`src/hw/rtl/llc_ram.sv`:
```
`timescale 1ns / 1ps

module llc_ram #(
    parameter int DEPTH = 256,
    parameter int DW    = 9,
    localparam int AW   = $clog2(DEPTH)
) (
    input  logic          i_clk,
    input  logic          i_we,
    input  logic [AW-1:0] i_waddr,
    input  logic [DW-1:0] i_wdata,
    input  logic [AW-1:0] i_raddr_a,
    input  logic [AW-1:0] i_raddr_b,
    output logic [DW-1:0] o_rdata_a,
    output logic [DW-1:0] o_rdata_b
);

    logic [DW-1:0] r_mem [DEPTH];

    always_ff @(posedge i_clk) begin
        if (i_we) begin
            r_mem[i_waddr] <= i_wdata;
        end
    end

    always_ff @(posedge i_clk) begin
        o_rdata_a <= r_mem[i_raddr_a];
        o_rdata_b <= r_mem[i_raddr_b];
    end

endmodule

```
`config.mk`:
```
export PLATFORM = sky130hd
export DESIGN_NAME = llc_ram
export DESIGN_NICKNAME = d
export VERILOG_FILES = /design/src/hw/rtl/llc_ram.sv
export SDC_FILE = /design/constraint.sdc
export NUM_CORES = 2
export LEC_CHECK = 0
export BUFFER_PORTS_ARGS = -buffer_cell sky130_fd_sc_hd__buf_2
export CAP_MARGIN = 20
export CORE_ASPECT_RATIO = 2
export CORE_MARGIN = 2
export CORE_UTILIZATION = 50
export DETAILED_ROUTE_END_ITERATION = 12
export GPL_ROUTABILITY_DRIVEN = 0
export PLACE_DENSITY_LB_ADDON = 0.12
export REMOVE_ABC_BUFFERS = 1
export SLEW_MARGIN = 20
export SYNTH_ARGS = -nofsm -noshare
export SYNTH_HDL_FRONTEND = slang
export SYNTH_SLANG_ARGS = --single-unit
```
`constraint.sdc`:
```
create_clock -name i_clk -period 2.8 [get_ports i_clk]
set_input_delay 0.28 -clock i_clk [delete_from_list [all_inputs] [get_ports i_clk]]
set_output_delay 0.28 -clock i_clk [all_outputs]
set_load 0.05 [all_outputs]
```
# Word level (Yosys, flattened, before mapping)
# Memory sizes are Yosys's and may differ from the RTL's. A register that Yosys moved wholly into a read port is not among the register bits.
# Index checks and enable logic that the tools add are counted.
[totals]
wordCells = 3
out_inout_bits = 18
inputBits = 35
n_memories = 1
ramBits = 2304
regBits = 0
[memory_table]
columns = ["memory", "words", "width", "read_ports", "rd_ports_with_merged_regs", "write_ports", "line", "rtl"]
rows = [
  ["r_mem", 256, 9, 2, 2, 1, "18", "logic [DW-1:0] r_mem [DEPTH];"],
]
[op_classes]
n_mux = 2
[op_table]
columns = ["op", "count"]
rows = [
  ["two-way mux 1 bit", 2],
]

# Logic depth before layout (Yosys ltp)
[logic_depth]
word_depth = 2
depth_mapped = 12
depth_no_buf = 6

# Worst setup path after synthesis
# Ideal clock, no wire load.
[synth_timing]
path_kind = "input -> register"
startpoint = "in i_raddr_a[0]"
endpoint = "reg o_rdata_a[0], read port of r_mem"
path_stages = 9
required_time_ns = 2.673
path_buffers = 4
arrival_ns = 2.112
path_slack_ns = 0.560
setup_time_ns = 0.127
cell_sequence = "buf_4 -> buf_6 -> buf_2 -> buf_4 -> mux4_2 -> a22oi_1 -> a21oi_1 -> nor4_1 -> nor4_1"
[synth_lines]
columns = ["element", "line", "rtl"]
rows = [
  ["from (decl)", "12", "input logic [AW-1:0] i_raddr_a,"],
  ["to (decl)", "14", "output logic [DW-1:0] o_rdata_a,"],
]

==> metrics <==
initial core utilization 50.31%; CTS buffer count 206; Netlist cell types 64; share of cells above drive strength 1 37.39%; Die X 332.0 um; pins over their slew limit 0; synthesis warning total 0; Routed WL per cell 40.16 um; Area Growth Syn to Fin 17.59%; IO Pins 53; crit start category flop; Vias/cell 6.932; vias in the first global route 69,670; delay-heaviest family, CP simple AND/OR/NAND/NOR gates; Synth area leader edfxtp_1; PnR worst setup slack -0.01737 ns; CTS tree built; Slowest-stage cell, CP nor3_1; top cells by area, synth edfxtp_1 64%, mux4_2 20%, mux2i_1 3.1%; Cell Rows 240; Die H 660.0 um; outcome finished, violations left; Peak VDD IR 0.6021 mV; total number of vias 67,210; Setup WS pre-CTS -0.9723 ns; Skew-Pair Late Insertion Delay 0.89 ns; Synth Area per Inst 18.68 um2; Rel. slew slack 19.06%; GRT Overall Usage 35.55%; Setup CP Type flop to flop; Clock H-tree levels 4; Peak Freq 0.3549 GHz; Total Power 75.36 mW; async set-reset flop share out of synthesis 0%; Worst Path Arrival 3.54 ns; share of the synthesized area in the top cell type 64.32%; Lkg Pwr 41.88 nW; DRC Markers 0; sequential element share of the synthesized area 64.65%; final period utilization 100.6%; crit path capture type flop; Synth Flop Type edfxtp_1; pwr dens 595.7 nW/um2; largest net degree at the start of global routing 140; WL final 389,400 um; final HPWL from detailed placement 280,000 um; port buffer count 52; cells after synthesis 5,759; DRT antenna net count 0; clk slew on worst S/H paths 0.07 ns; FF+latch count, synth 2,322; CP required 3.52 ns; initial antenna violation count 29; CTS Buffer Depth 4; final hold vios 0; Tmin final 2.817 ns; CP bufs+invs 0; final setup vio count 2; RSZ-0062 raised after global routing no; clk_skew 0.03828 ns; Crit path largest cell delay 0.79 ns; first-pass GRT wire length 537,100 um; Mapped Area 107,600 um2; Root Driver clkbuf_16; failing checks setup timing; HP Class primary input to flop; CORE AREA 213,800 um2; grt total ovfl 0; crit path cell chain mux4_2, a22oi_1, nand2_1, a22o_1, nor3_1, nor4_1; Die ar. 219,100 um2; clock sinks 2,322; Post-synth EDFFs 2,304; drt first pass iters 7; max_cap viols 0; fin nets 6,768; Worst-Margin Slew 1.205 ns; DRT iter0 DRCs 8,101; Crit Path Max Fanout 2
==> path summary, 6_finish.rpt <==
path / from / endpoint / slack [ns] / cells after the start
setup / recovery: r_mem[27][6]$_DFFE_PP_ / o_rdata_b[6]$_DFF_P_ / -0.02 / 6
hold / removal: i_wdata[5] / r_mem[152][5]$_DFFE_PP_ / 0.11 / 1
setup reg to reg: r_mem[27][6]$_DFFE_PP_ / o_rdata_b[6]$_DFF_P_ / -0.02 / 6
hold reg to reg: r_mem[182][7]$_DFFE_PP_ / o_rdata_b[7]$_DFF_P_ / 1.04 / 5
==> final cells by class <==
| class | instances | area, um2 |
|---|---|---|
| inverter | 6 | 22.52 |
| tap | 2783 | 3482 |
| fill | 16030 | 87310 |
| clock buffer | 256 | 5468 |
| antenna | 16 | 40.04 |
| multi-input combinational | 2945 | 35410 |
| sequential | 2322 | 69550 |
| clock inverter | 116 | 1156 |
| timing repair buffer | 1252 | 11380 |
==> layer usage <==
layer / routed length (um) / global-route usage [%]
met1: 119500 / 37.40
met2: 197500 / 60.86
met3: 28320 / 5.785
met4: 43970 / 33.01
met5: 162 / 0
==> cell usage after synthesis, drive strengths merged (7+ instances only) <==
cell	count
edfxtp	2304
mux4	979
a22oi	407
mux2i	334
nor2	323
buf	260
clkbuf	226
a21oi	184
nand2	122
o21ai	76
o221ai	65
nor3	48
a22o	46
nor4	41
a221oi	34
nand3	34
nor2b	28
o22ai	26
a211oi	18
a31oi	18
dfxtp	18
and2	16
and3	16
o2bb2ai	15
nand4	13
o211ai	12
a2111oi	10
nand2b	10
mux2	7
o32ai	7
o41ai	7
==> state kept, by name (all words and copies together) (netlist names) <==
signal and flops:
r_mem 2304, o_rdata_a 9, o_rdata_b 9
==> kinds of logic (layout without fill, tap and decap cells) <==
family / count (synthesis) / in the layout / share of synthesized area, %
compound gates: 947 / 947 / 6.193
flops: 2322 / 2322 / 64.65
other cells: 0 / 16 / 0
buf+inv: 492 / 1630 / 2.622
simple gates: 678 / 678 / 2.857
mux: 1320 / 1320 / 23.68
==> cell usage in the layout, fill, tap and decap left out, drive strengths merged, types with 46 or more instances in the layout <==
master / instances
edfxtp: 2304
buf: 1239
mux4: 979
a22oi: 407
mux2i: 334
nor2: 323
clkbuf: 261
a21oi: 184
nand2: 122
clkinv: 78
o21ai: 76
o221ai: 65
nor3: 48
a22o: 46
==> what timing repair did <==
action,CTS,global route
buffers inserted,0,0
setup endpoints to repair,3,3
hold buffers,8,0
gates cloned,0,0
pin swaps,0,0
resized for setup,4,4
endpoints found under the hold margin,194,0
==> report_power, final <==
group	internal, mW	leakage, nW	switching [mW]
registers	38.3	20.9	0.136
clock network	15.8	3.23	13.1
logic	3.17	17.8	4.86
==> metrics by stage <==
| stage | setup TNS [ns] | util, % | area [um2] | instances | hold WS (ns) |
|---|---|---|---|---|---|
| floorplan | -3.051 | - | 104800 | 5273 | 0.3789 |
| global placement | -9.320 | 55.97 | 119700 | 9300 | 0.6248 |
| detailed placement | -9.520 | 55.98 | 119700 | 9300 | 0.6311 |
| CTS | 0 | 59.13 | 126400 | 9680 | 0.07282 |
| global route | 0 | 59.15 | 126500 | 9683 | 0.1135 |
| finish | -0.01770 | 59.17 | 126500 | 9696 | 0.1078 |
Note: power is estimated with default switching activity, not from simulation.
